$ cat config.mk
export PLATFORM = sky130hd
export DESIGN_NAME = sdi_front
export DESIGN_NICKNAME = d
export VERILOG_FILES = /design/src/design/stroke_dab_interpolator_defines.svh /design/src/design/sdi_pkg.sv /design/src/design/sdi_front.sv
export SDC_FILE = /design/constraint.sdc
export NUM_CORES = 1
export LEC_CHECK = 0
export BUFFER_PORTS_ARGS = -buffer_cell sky130_fd_sc_hd__buf_4
export CORE_UTILIZATION = 52
export DETAILED_ROUTE_END_ITERATION = 12
export PLACE_DENSITY = 0.82
export SYNTH_ARGS = -nofsm -noshare
export SYNTH_HDL_FRONTEND = slang
export SYNTH_SLANG_ARGS = --single-unit
$ cat constraint.sdc
create_clock -name clk -period 6.16 [get_ports clk]
set_clock_uncertainty 0.15 [all_clocks]
set_input_delay 0.308 -clock clk [delete_from_list [all_inputs] [get_ports clk]]
set_output_delay 0.308 -clock clk [all_outputs]
set_load 0.005 [all_outputs]
$ cat src/design/stroke_dab_interpolator_defines.svh
// Assertion macros for the stroke dab interpolator.
// Used by the modules that check their own control logic; needs clk and arst_n in scope.
`ifndef STROKE_DAB_INTERPOLATOR_DEFINES_SVH
`define STROKE_DAB_INTERPOLATOR_DEFINES_SVH

// condition must hold at every clock edge out of reset
`define SDI_ASSERT_ALWAYS(lbl, cond, msg) \
	lbl: assert property (@(posedge clk) disable iff (!arst_n) (cond)) else $error(msg);

// consequent must hold in the same cycle as the antecedent
`define SDI_ASSERT_SAME(lbl, ante, cons, msg) \
	lbl: assert property (@(posedge clk) disable iff (!arst_n) (ante) |-> (cons)) \
		else $error(msg);

// consequent must hold in the cycle after the antecedent
`define SDI_ASSERT_NEXT(lbl, ante, cons, msg) \
	lbl: assert property (@(posedge clk) disable iff (!arst_n) (ante) |=> (cons)) \
		else $error(msg);

`endif

$ cat src/design/sdi_pkg.sv
// Shared types, widths and codes for the stroke dab interpolator.
// No dependencies; imported by every module of the block.
`default_nettype none

package sdi_pkg;

	// field widths
	localparam int POS_W     = 21;
	localparam int PRES_IN_W = 10;
	localparam int PRES_W    = 9;
	localparam int BOX_W     = 14;
	localparam int RAD_W     = 16;
	localparam int CMD_W     = 3;
	localparam int KIND_W    = 2;

	// parameter defaults
	localparam int TILE_SIZE_DEF     = 8;
	localparam int PENDING_LIMIT_DEF = 64;

	// datapath widths
	localparam int DIFF_W    = POS_W + 1;
	localparam int MAG_W     = POS_W;
	localparam int SQ_W      = 2 * MAG_W;
	localparam int RAD_SUM_W = SQ_W + 2;
	localparam int DIST_W    = RAD_SUM_W / 2;
	localparam int SP_W      = 15;
	localparam int NUM_W     = MAG_W + SP_W;
	localparam int T_W       = DIST_W + 1;
	localparam int U_W       = 14;
	localparam int RECIP_SHIFT = 21;

	// spacing = max(radius * 90 / 256, 1 voxel)
	localparam logic [6:0]      SP_MULT = 7'd90;
	localparam logic [SP_W-1:0] SP_MIN  = 15'd256;
	localparam logic [RAD_W-1:0] RAD_RESET = 16'd256;
	localparam logic [PRES_W-1:0] PRES_ONE = 9'd256;

	// command codes
	localparam logic [CMD_W-1:0] CMD_BEGIN  = 3'd0;
	localparam logic [CMD_W-1:0] CMD_SAMPLE = 3'd1;
	localparam logic [CMD_W-1:0] CMD_END    = 3'd2;
	localparam logic [CMD_W-1:0] CMD_CLEAR  = 3'd3;
	localparam logic [CMD_W-1:0] CMD_RESET  = 3'd4;

	// result kinds
	localparam logic [KIND_W-1:0] KIND_EMPTY = 2'd0;
	localparam logic [KIND_W-1:0] KIND_BOX   = 2'd1;
	localparam logic [KIND_W-1:0] KIND_DAB   = 2'd2;

	typedef enum logic [2:0] {
		OP_NOP,
		OP_BEGIN,
		OP_SAMPLE,
		OP_END,
		OP_CLEAR,
		OP_RESET
	} op_t;

	typedef struct packed {
		op_t                      op;
		logic signed [POS_W-1:0]  x;
		logic signed [POS_W-1:0]  y;
		logic signed [POS_W-1:0]  z;
		logic [PRES_W-1:0]        pres;
	} item_t;

	// queue head as seen by the back end
	typedef struct packed {
		logic  valid;
		item_t item;
	} q_req_t;

	typedef enum logic [3:0] {
		S_IDLE,
		S_SUB,
		S_SQ,
		S_SUM,
		S_ROOT,
		S_CHECK,
		S_DIV,
		S_STEP,
		S_BOX1,
		S_BOX2,
		S_BOX3,
		S_LOAD,
		S_EMIT
	} bk_state_t;

endpackage

`default_nettype wire

$ cat src/design/sdi_front.sv
// Front end: accepts requests, decodes the command, clamps pressure, queues them.
// Depends on sdi_pkg.
`default_nettype none

module sdi_front import sdi_pkg::*; (
	input  wire logic                        clk,
	input  wire logic                        arst_n,
	input  wire logic                        in_valid,
	output logic                             in_ready,
	input  wire logic [CMD_W-1:0]            cmd,
	input  wire logic signed [POS_W-1:0]     pos_x,
	input  wire logic signed [POS_W-1:0]     pos_y,
	input  wire logic signed [POS_W-1:0]     pos_z,
	input  wire logic signed [PRES_IN_W-1:0] pen_pressure,
	output q_req_t                           q_req,
	input  wire logic                        q_ready
);

	item_t      fifo_q [2];
	logic       wr_ptr_q;
	logic       rd_ptr_q;
	logic [1:0] count_q;
	item_t      item_in;
	logic       push;
	logic       pop;

	// classify the request
	always_comb begin
		case (cmd)
			CMD_BEGIN:  item_in.op = OP_BEGIN;
			CMD_SAMPLE: item_in.op = OP_SAMPLE;
			CMD_END:    item_in.op = OP_END;
			CMD_CLEAR:  item_in.op = OP_CLEAR;
			CMD_RESET:  item_in.op = OP_RESET;
			default:    item_in.op = OP_NOP;
		endcase
		item_in.x = pos_x;
		item_in.y = pos_y;
		item_in.z = pos_z;
		if (pen_pressure < 0) begin
			item_in.pres = '0;
		end else if (pen_pressure > $signed({1'b0, PRES_ONE})) begin
			item_in.pres = PRES_ONE;
		end else begin
			item_in.pres = pen_pressure[PRES_W-1:0];
		end
	end

	assign in_ready    = (count_q != 2'd2);
	assign push        = in_valid && in_ready;
	assign q_req.valid = (count_q != 2'd0);
	assign q_req.item  = fifo_q[rd_ptr_q];
	assign pop         = q_req.valid && q_ready;

	// two-entry queue pointers
	always_ff @(posedge clk or negedge arst_n) begin
		if (!arst_n) begin
			wr_ptr_q <= 1'b0;
			rd_ptr_q <= 1'b0;
			count_q  <= 2'd0;
		end else begin
			if (push) wr_ptr_q <= ~wr_ptr_q;
			if (pop) rd_ptr_q <= ~rd_ptr_q;
			count_q <= count_q + {1'b0, push} - {1'b0, pop};
		end
	end

	always_ff @(posedge clk) begin
		if (push) fifo_q[wr_ptr_q] <= item_in;
	end

endmodule

`default_nettype wire

Word level (Yosys, flattened, before mapping)
Memory sizes are Yosys's and may differ from the RTL's.
Cells that the tools add are included.
{ "word_totals": {"regBits": 4, "ramBits": 150, "input_bits": 80, "n_memories": 1} }
{ "op_classes": {"add_sub_neg": 2, "magnitude_cmp": 2, "eq_ne": 5, "mux": 5, "n_bitwise": 2, "n_reduce_logical": 4} }
{ "memory_table": {"columns": ["memory", "depth", "word_bits", "read_ports", "rd_ports_with_merged_regs", "wr", "line", "text"], "rows": [
  ["fifo_q", 2, 75, 1, 0, 1, "sdi_front.sv:19", "item_t fifo_q [2];"]
]} }
{ "ops": {"columns": ["op", "n"], "rows": [
  ["$mux 9", 2],
  ["$pmux 3 s5", 1],
  ["$gt 10x10->1 const B", 1],
  ["$lt 10x1->1 const B", 1],
  ["$eq 3x2->1 const B", 2],
  ["$eq 3x1->1 const B", 1],
  ["$eq 3x3->1 const B", 1],
  ["$logic_not 3->1", 1],
  ["$add 2x1->2", 1],
  ["$logic_and 1x1->1", 2],
  ["$mux 1", 2],
  ["$ne 2x2->1 const B", 1],
  ["$not 1->1", 2],
  ["$reduce_bool 2->1", 1],
  ["$sub 2x1->2", 1]
]} }

Longest topological paths before layout
Gate-level depths: netlist (run 1).
{ "logic_depth": {"word_depth": 4, "depth_mapped": 7, "mapped_depth_nobuf": 7} }

Worst setup path after synthesis (run 1)
No wires, ideal clock.
{ "synth_path": {"path_kind": "reg-to-reg", "startpoint": "register count_q[1]", "endpoint": "memory fifo_q[0][0] in the netlist's numbering (enable)", "setup_ns": 0.509, "arrival_ns": 3.745, "required_ns": 5.501, "slack_ns": 1.757, "stages_incl_launch_ff": 4, "path_buffers": 0, "cell_sequence": "dfrtp_1 > nand2b_1 > nand2_1 > nor2_1"} }
{ "synth_via": {"elab_chain_cells": 4} }
{ "synth_lines": {"columns": ["element", "line", "text"], "rows": [
  ["from (decl)", "sdi_front.sv:22", "logic [1:0] count_q;"],
  ["from (signal assigned)", "sdi_front.sv:64", "count_q <= count_q + {1'b0, push} - {1'b0, pop};"],
  ["$ne 2x2->1", "sdi_front.sv:49", "assign in_ready = (count_q != 2'd2);"],
  ["net in_ready", "sdi_front.sv:9", "output logic in_ready,"],
  ["$logic_and 1x1->1", "sdi_front.sv:50", "assign push = in_valid && in_ready;"],
  ["$mux 1", "sdi_front.sv:69", "if (push) fifo_q[wr_ptr_q] <= item_in;"],
  ["$mux 1 (not written as such)", "sdi_front.sv:69", null],
  ["to (decl)", "sdi_front.sv:19", null]
]} }
The timed path passes the listed nets, and every way through them passes these cells.

==> qor.yml, run 1 <==
status: "finished clean"
grt_usage_pct: 21.1
grt_pass1_wl_microns: 17700
yosysWarnings: 0
syn_area_per_cell_sq_um: 21.9
post_cts_buffers: 0
worstMarginPinSlew_ns: 1.03
combPwrFrac_pct: 30.3
num_rows: 38
port_buffers: 156
seqPwrFrac_pct: 42.3
layout-drive-gt1-share_pct: 50.1
slew_violations: 0
pwr-share-clk_pct: 27.4
yosys_register_bits: 154
stdcell_count: 667
path_class: "reg2out"
via_count: 3336
end_kind: "primary output"
post-route-period-util_pct: 49.9
syn_nets: 349
dp_hpwl_microns: 6540
area_growth_pct: 45.5
first_pass_iters: 4
core-area_sq_um: 10900
ant_nets: 0
fin_nets: 596
multiInputGateArea_sq_um: 1190
place_inst: 557
die_x_microns: 108
layout_setup_ws_ns: 3.09
clk_pin_slew_ns: 0.06
cts.sinks: 154
wl_microns: 11900
leakage_nw: 3.35
final_util_pct: 78.3
min_path_type: "in2reg"
clkLatencyLatePin_ns: 0.52
worstPathMaxFanout: 42
setup_viol: 0
start_kind: "flop"
yosysSeqAreaShare_pct: 78.6
peakVddDrop_v: 0.000272
min_period_ns: 3.07
synth_area_sq_um: 5860
cts_resized: 0
drv_cap: 0
initial_utilization_pct: 53.8
crit_path_top_delay_cell: "dfrtp_4"
io_pins: 157
p_per_area_nw_per_um2: 432
maxSlewHeadroom_pct: 31.4
cpMostUsedCell: "buf_4"
grt_antenna_before_repair: 0
die-area_sq_um: 11700
fmax_mhz: 325
intPower_mw: 2.72
grt_max_degree: 76
cts-root-buf: "clkbuf_8"
syn_inst: 267
seq_area_sq_um: 4610
diodes: 0
clockBufferDepth: 2
crit_path_max_incr_delay_ns: 0.80
pre_cts_slack_ns: 3.59
crit_arrival_ns: 2.62
power_switching_mw: 0.961
die_h_microns: 108
dr.first_iter.drc_count: 93
synthDistinctLibCells: 20
gp_congestion: 0.700
p_sw_share_pct: 26.1
crit_chain: "buf_4 -> mux2_2 -> buf_4"
grt_pass1_vias: 3588
cts_tree: "yes"
final-hold-violation-count: 0
rsz0062_at_grt: "no"
fillers: 572
setup_tns_ns: 0
cts_made_buffers: 17
detail_route.wl_per_cell_microns: 17.8
worstPathRequired_ns: 5.70
drc: 0
globalRouteOverflowTotal: 0
htreeDepth: 4
routed_via_density: 5.00
-- flip-flops by register name, summed over array words and instances, names as in the netlist --
| signal | flops |
|---|---|
| fifo_q | 150 |
| count_q | 2 |
| rd_ptr_q | 1 |
| wr_ptr_q | 1 |
-- per-stage QoR --
stage / instance area [sq um] / hold WS, ns / total power, mW
2_1_floorplan: 5860 / -0.138 / 2.17
3_3_place_gp: 7170 / -0.0417 / 2.62
3_5_place_dp: 7170 / -0.0387 / 2.65
4_1_cts: 8520 / 0.0197 / 3.69
5_1_grt: 8520 / 0.0317 / 3.83
6_report: 8520 / 0.0301 / 3.68
-- logic make-up (layout without fill, tap and decap cells) --
family / count (synthesis) / in the layout / synth area share (%)
AO/OA/AOI/OAI: 2 / 2 / 0.171
XOR/XNOR: 5 / 5 / 0.748
adder cells (fa/ha/maj): 2 / 2 / 0.427
buffers and inverters: 9 / 269 / 1.22
flip-flops: 154 / 154 / 78.6
multiplexers: 75 / 75 / 17.0
AND/OR/NAND/NOR: 20 / 20 / 1.84
-- layout make-up --
class	count	area share [%]
Clock buffer	21	5.03
Clock inverter	11	1.73
Inverter	1	0.0440
Multi-Input combinational cell	104	14.0
Sequential cell	154	54.1
Tap cell	140	2.05
Timing Repair Buffer	236	23.1
-- Yosys cell counts --
cell,count,area (sq um)
nor2b_1,1,6.26
edfxtp_1,150,4500
inv_1,1,3.75
buf_4,1,7.51
mux2_4,40,601
and2_1,9,56.3
buf_6,4,45.0
mux2_2,35,394
dfrtp_1,4,100
nor2_1,4,15.0
o21ai_0,1,5.00
or2_1,1,6.26
ha_1,2,25.0
nand2_1,3,11.3
and3_1,1,6.26
xnor2_1,4,35.0
a21oi_1,1,5.00
xor2_1,1,8.76
nand2b_1,1,6.26
buf_2,3,15.0
-- layer usage --
metal / global-route usage [%] / share of wire, %
met4: 9.20 / 1.4
met5: 0 / 0
met1: 23.1 / 39
met2: 37.9 / 54
met3: 5.91 / 5.8
-- layout by cell type, fill, tap and decap left out, types with 2 or more instances in the layout --
master         netlist  routed
clkbuf_1             0       4
and2_1               9       9
dlygate4sd3_1        0      78
clkbuf_16            0      16
nand2_1              3       3
clkinv_2             0       2
buf_4                1     158
edfxtp_1           150     150
clkinvlp_4           0       4
ha_1                 2       2
bufinv_16            0       3
nor2_1               4       3
dfrtp_1              4       3
xnor2_1              4       4
mux2_4              40      40
mux2_2              35      35
clkinv_4             0       2
-- worst paths after layout --
check / startpoint / endpoint / slack (ns) / cells past startpoint
worst max register to register: count_q[1] / fifo_q[0][41] / 3.56 / 4
worst min register to register: count_q[0] / count_q[0] / 0.38 / 1
min in group asynchronous: arst_n / rd_ptr_q / 0.55 / 3
worst max-delay path: rd_ptr_q / q_req[2] / 3.09 / 3
max in group asynchronous: arst_n / rd_ptr_q / 5.12 / 3
worst min-delay path: pen_pressure[8] / fifo_q[0][8] / 0.03 / 2
-- critical path, delay by kind of cell (launching register included) --
family	cells	cell delay, ns
flip-flops	1	0.80
buffers and inverters	2	0.82
multiplexers	1	0.42
-- repair_timing --
item                                    in CTS  in global routing
hold buffers                                78                  0
hold endpoints to repair                   155                  0
endpoints found under the setup margin       0                  0
-- power groups by stage --
stage | combinational [mW] | sequential (mW) | clock [mW]
4_1_cts | 1.12 | 1.56 | 1.02
2_1_floorplan | 0.649 | 1.52 | 0
6_report | 1.12 | 1.56 | 1.01
3_3_place_gp | 1.05 | 1.56 | 0
3_5_place_dp | 1.07 | 1.58 | 0
5_1_grt | 1.19 | 1.58 | 1.06
Power figures use the tool's default switching activity.
==> run 2, diff against run 1 <==
--- a/config.mk
+++ b/config.mk
@@ -5,6 +5,7 @@
 export SDC_FILE = /design/constraint.sdc
 export NUM_CORES = 1
 export LEC_CHECK = 0
+export ABC_AREA = 1
 export BUFFER_PORTS_ARGS = -buffer_cell sky130_fd_sc_hd__buf_4
 export CORE_UTILIZATION = 52
 export DETAILED_ROUTE_END_ITERATION = 12
==> constraint.sdc (replaced) <==
create_clock -name clk -period 3.2 [get_ports clk]
set_clock_uncertainty 0.15 [all_clocks]
set_input_delay 0.16 -clock clk [delete_from_list [all_inputs] [get_ports clk]]
set_output_delay 0.16 -clock clk [all_outputs]
set_load 0.005 [all_outputs]
==> run 2 against run 1 <==
Against the previous run:
- largest power group unchanged
- via count up 25%
- clock-buffer cell count fell by 3
- clock power is 78% higher
- combinational power rose by 110%
- sequential cell count stayed put
- first-iteration DRC count increased by 150%
- global-route usage increased by 2.6 points
- synthesized cell count up 67%
- worst setup slack lost 2.3 ns
- hold slack gained 0.20 ns
- design area shrank 0.75%
==> qor.yml, run 2 <==
status: "finished clean"
cts_made_buffers: 17
syn_area_per_cell_sq_um: 13.0
globalRouteOverflowTotal: 0
netlist.area_leader.share_pct: 78.0
die_h_microns: 107
hold_path_depth: 2
syn_inst: 446
io_pins: 157
layout-drive-gt1-share_pct: 28.1
yosys.area.top_type: "edfxtp_1"
dr.first_iter.drc_count: 230
clockBufferDepth: 2
async_reset_ff_share_pct: 2.60
use_met1_pct: 25.8
hold_slack_ns: 0.227
p_sw_share_pct: 31.1
regMostFlops: "fifo_q"
mostFrequentLayoutCells: "nand2_1 (241), buf_4 (163), edfxtp_1 (150)"
die-area_sq_um: 11500
first_pass_iters: 4
power_switching_mw: 2.18
post-synth-top-count-cell: "nand2_1"
die_x_microns: 107
via_count: 4171
drv_cap: 0
final_common_cell: "nand2_1"
crit_path_top_delay_cell: "dfrtp_2"
core-area_sq_um: 10800
area_growth_pct: 46.5
pre_cts_slack_ns: 1.33
rsz0062_at_grt: "no"
peakVddDrop_v: 0.000461
slew_violations: 0
min_path_type: "in2reg"
post-route-period-util_pct: 74.6
final-hold-violation-count: 0
stdcell_count: 847
crit_path_max_incr_delay_ns: 0.42
syn_nets: 528
start_kind: "flop"
cts-root-buf: "clkbuf_8"
worstMarginPinSlew_ns: 0.797
synth_flop_cell: "edfxtp_1"
detail_route.wl_per_cell_microns: 15.4
combPwrFrac_pct: 33.2
grt_pass1_vias: 4216
yosysSeqAreaShare_pct: 79.7
routed_via_density: 4.92
grt_usage_pct: 23.7
setup_tns_ns: 0
layout_setup_ws_ns: 0.812
synthTopCellsByArea: "edfxtp_1 (78%), nand2_1 (16%), dfrtp_1 (1.7%), nor2_1 (1.1%), buf_2 (0.87%)"
synth_common_cells: "nand2_1 (241), edfxtp_1 (150), nor2_1 (17), buf_2 (10)"
grt_pass1_wl_microns: 20100
place_inst: 733
p_total_mw: 6.99
final_util_pct: 78.0
end_kind: "primary output"
globalRouteMet3Util_pct: 5.99
fillers: 604
pwr-share-clk_pct: 25.7
ant_nets: 0
dp_hpwl_microns: 6970
num_rows: 38
largest_reg_flops: 150
worstPathMaxFanout: 30
p_per_area_nw_per_um2: 827
yosysWarnings: 0
clkLatencyLatePin_ns: 0.51
synth_edf_count: 150
gr-max-usage-layer: "met2"
drc: 0
fin_nets: 776
grt_antenna_before_repair: 0
reg2regPathDepth: 5
crit_arrival_ns: 2.08
yosys_register_bits: 154
placed_area_sq_um: 7100
clk_pin_slew_ns: 0.06
htreeDepth: 4
setup_viol: 0
met2_usage_pct: 43.6
worstPathRequired_ns: 2.89
seqPwrFrac_pct: 41.1
crit_chain: "inv_2 -> buf_4 -> nand2_1 -> nand2_1 -> buf_4"
gp_congestion: 0.716
post_cts_buffers: 0
leakage_nw: 3.62
cts_tree: "yes"
synthDistinctLibCells: 17
wl_microns: 13100
design_area_sq_um: 8460
fmax_mhz: 419
grt_max_degree: 76
path_class: "reg2out"
maxSlewHeadroom_pct: 46.9
min_period_ns: 2.39
cts.sinks: 154
port_buffers: 156
intPower_mw: 4.82
initial_utilization_pct: 53.3
synth_area_sq_um: 5780
reg_top3: "fifo_q: 150 flops, count_q: 2 flops"
diodes: 0
==> run 2: cell count changes after synthesis, sizes merged, moves of 6 or more <==
cell	change
and2	-9
nor2	+14
buf	+7
mux2	-75
inv	+6
nand2	+238
==> run 2: power groups by stage <==
stage	clock, mW	sequential [mW]	combinational (mW)
floorplan	0	2.91	1.07
global placement	0	2.89	2.16
detailed placement	0	2.91	2.22
CTS	1.82	2.88	2.31
global route	1.91	2.91	2.55
finish	1.80	2.88	2.32
==> run 2: what timing repair did <==
action	CTS	global route
gates resized for setup	0	0
hold buffers	82	0
endpoints found under the setup margin	0	0
endpoints found under the hold margin	156	0
==> run 2: worst max-delay path, delay by kind of cell (launching register included) <==
kind / cells / cell delay [ns]
buffers and inverters: 3 / 0.93
flip-flops: 1 / 0.42
AND/OR/NAND/NOR: 2 / 0.20
==> run 2: cell type report <==
| class | instances | area (sq um) | share of cell area (%) |
|---|---|---|---|
| inverter | 7 | 26.3 | 0.311 |
| clock inverter | 14 | 121 | 1.43 |
| clock buffer | 18 | 418 | 4.94 |
| timing repair buffer | 245 | 2040 | 24.2 |
| tap | 140 | 175 | 2.07 |
| sequential | 154 | 4610 | 54.4 |
| multi-input combinational | 269 | 1070 | 12.6 |
==> run 2: worst paths after layout <==
path,startpoint,endpoint,slack (ns)
setup reg to reg,count_q[0],fifo_q[1][37],1.37
min in group asynchronous,arst_n,rd_ptr_q,0.42
hold reg to reg,count_q[0],count_q[0],0.39
hold / removal,pos_x[16],fifo_q[0][67],0.23
max in group asynchronous,arst_n,rd_ptr_q,2.29
setup / recovery,rd_ptr_q,q_req[60],0.81
==> run 2: routing by layer <==
| metal | up-vias | wire (microns) |
|---|---|---|
| met5 | - | 0 |
| met2 | 164 | 7340 |
| li1 | 1990 | - |
| met1 | 2001 | 4800 |
| met3 | 16 | 700 |
| met4 | 0 | 224 |
==> run 2: kinds of logic after synthesis <==
group | synth area share [%]
xor gates and xnor gates | 0.455
and+or+nand+nor | 17.1
adders and majority gates | 0.433
AOI/OAI and AO/OA | 0.260
DFF | 79.7
buffers and inverters | 2.04
==> run 3, diff against run 2 <==
--- a/config.mk
+++ b/config.mk
@@ -7,9 +7,9 @@
 export LEC_CHECK = 0
 export ABC_AREA = 1
 export BUFFER_PORTS_ARGS = -buffer_cell sky130_fd_sc_hd__buf_4
-export CORE_UTILIZATION = 52
+export CORE_UTILIZATION = 47
 export DETAILED_ROUTE_END_ITERATION = 12
-export PLACE_DENSITY = 0.82
+export PLACE_DENSITY = 0.79
 export SYNTH_ARGS = -nofsm -noshare
 export SYNTH_HDL_FRONTEND = slang
 export SYNTH_SLANG_ARGS = --single-unit
==> constraint.sdc (replaced) <==
create_clock -name clk -period 2.1 [get_ports clk]
set_clock_uncertainty 0.15 [all_clocks]
set_input_delay 0.105 -clock clk [delete_from_list [all_inputs] [get_ports clk]]
set_output_delay 0.105 -clock clk [all_outputs]
set_load 0.005 [all_outputs]
==> run 3 against run 2 <==
Against the previous run:
- core utilization fell by 7.0 points
- hold slack improved by 0.039 ns
- die area increased by 10%
- worst setup slack got worse by 0.53 ns
- sequential share of layout area fell by 0.50 points
- via count is 2.4% lower
- sequential cell count unchanged
- clock power is 62% higher
- critical path depth unchanged
- critical endpoint is now q_req[56]
- largest power group unchanged
- highest routed layer unchanged
==> qor.yml, run 3 (same netlist as run 2, synthesis figures left out) <==
status: "finished clean"
via_count: 4071
worstPathMaxFanout: 59
reg_top3: "fifo_q: 150 flops, count_q: 2 flops"
start_kind: "flop"
cts_made_buffers: 17
place_inst: 740
final_common_cell: "nand2_1"
post-route-period-util_pct: 86.5
reg2reg_setup_slack_ns: 0.38
die-area_sq_um: 12700
p_total_mw: 10.9
clkLatencyLatePin_ns: 0.41
die_x_microns: 113
crit_path_max_incr_delay_ns: 0.43
fin_nets: 776
min_period_ns: 1.82
path_class: "reg2out"
layout-drive-gt1-share_pct: 27.8
stdcell_count: 852
routed_via_density: 4.78
initial_utilization_pct: 48.1
cts-root-buf: "clkbuf_16"
peakVddDrop_v: 0.000812
grt_pass1_wl_microns: 19600
ant_nets: 0
core-area_sq_um: 12000
placed_area_sq_um: 7160
fmax_mhz: 550
p_sw_share_pct: 29.5
worstPathRequired_ns: 1.85
grt_antenna_before_repair: 0
seqPwrFrac_pct: 40.4
grt_usage_pct: 20.5
detail_route.wl_per_cell_microns: 14.7
regMostFlops: "fifo_q"
intPower_mw: 7.66
pwr-share-clk_pct: 26.8
post_cts_buffers: 0
first_pass_iters: 4
crit_arrival_ns: 1.56
htreeDepth: 4
diodes: 0
worstMarginPinSlew_ns: 0.421
drc: 0
combPwrFrac_pct: 32.9
slew_violations: 0
mostFrequentLayoutCells: "nand2_1 (239), buf_4 (160), edfxtp_1 (150)"
gp_congestion: 0.707
pre_cts_slack_ns: 0.415
crit_path_top_delay_cell: "dfrtp_2"
power_switching_mw: 3.21
rsz0062_at_grt: "no"
design_area_sq_um: 8540
largest_reg_flops: 150
final-hold-violation-count: 0
p_per_area_nw_per_um2: 1270
drv_cap: 0
clk_pin_slew_ns: 0.06
dr.first_iter.drc_count: 229
timing.critical_path.buf_inv: 3
layout_setup_ws_ns: 0.283
clockBufferDepth: 2
port_buffers: 156
end_kind: "primary output"
min_path_type: "in2reg"
fillers: 751
io_pins: 157
setup_viol: 0
num_rows: 40
cts_resized: 0
wl_microns: 12500
cpMostUsedCell: "nand2_1"
area_growth_pct: 47.8
grt_max_degree: 77
maxSlewHeadroom_pct: 72.0
cts.sinks: 154
globalRouteOverflowTotal: 0
cts-hold-fix-buffers: 82
leakage_nw: 3.66
seq_area_sq_um: 4610
cpLargestDelayFamily: "buffers and inverters"
dp_hpwl_microns: 6970
grt_pass1_vias: 4086
die_h_microns: 113
cts_tree: "yes"
crit_chain: "inv_2 -> buf_12 -> nand2_1 -> nand2_1 -> buf_4"
hold_slack_ns: 0.266
multiInputGateArea_sq_um: 1080
==> run 3: layout make-up <==
cell class,instances,area share (%)
inverter,7,0.308
multi-input combinational,269,12.6
sequential,154,53.9
clock buffer,18,5.03
tap,147,2.15
clock inverter,12,1.55
timing repair buffer,245,24.4
==> run 3: power by group through the flow <==
stage                     Sequential [mW]  Clock [mW]  Combinational [mW]
after global placement               4.41           0                3.39
after global routing                 4.45        3.07                3.93
after CTS                            4.39        2.95                3.59
after detailed placement             4.45           0                3.44
final                                4.39        2.91                3.57
after floorplan                      4.41           0                1.66
==> run 3: layer usage <==
metal / GRT usage, % / up-vias / wire, microns
li1: - / 1985 / -
met1: 22.5 / 1934 / 5000
met2: 37.7 / 133 / 6740
met3: 4.98 / 19 / 587
met4: 9.21 / 0 / 198
met5: 0 / - / 0
==> run 3: per-stage QoR <==
| stage | setup TNS, ns | util [%] |
|---|---|---|
| after global placement | 0 | 59.6 |
| after global routing | 0 | 71.1 |
| after detailed placement | 0 | 59.6 |
| after CTS | 0 | 71.1 |
| after floorplan | -23.58 | - |
| final | 0 | 71.1 |
==> run 3: worst paths after layout <==
check	to	start	cells after the start
hold reg to reg	count_q[0]	count_q[0]	1
setup reg to reg	count_q[1]	count_q[1]	7
setup / recovery	q_req[56]	rd_ptr_q	5
max in group asynchronous	rd_ptr_q	arst_n	3
hold / removal	fifo_q[0][10]	pos_z[1]	2
min in group asynchronous	count_q[0]	arst_n	3
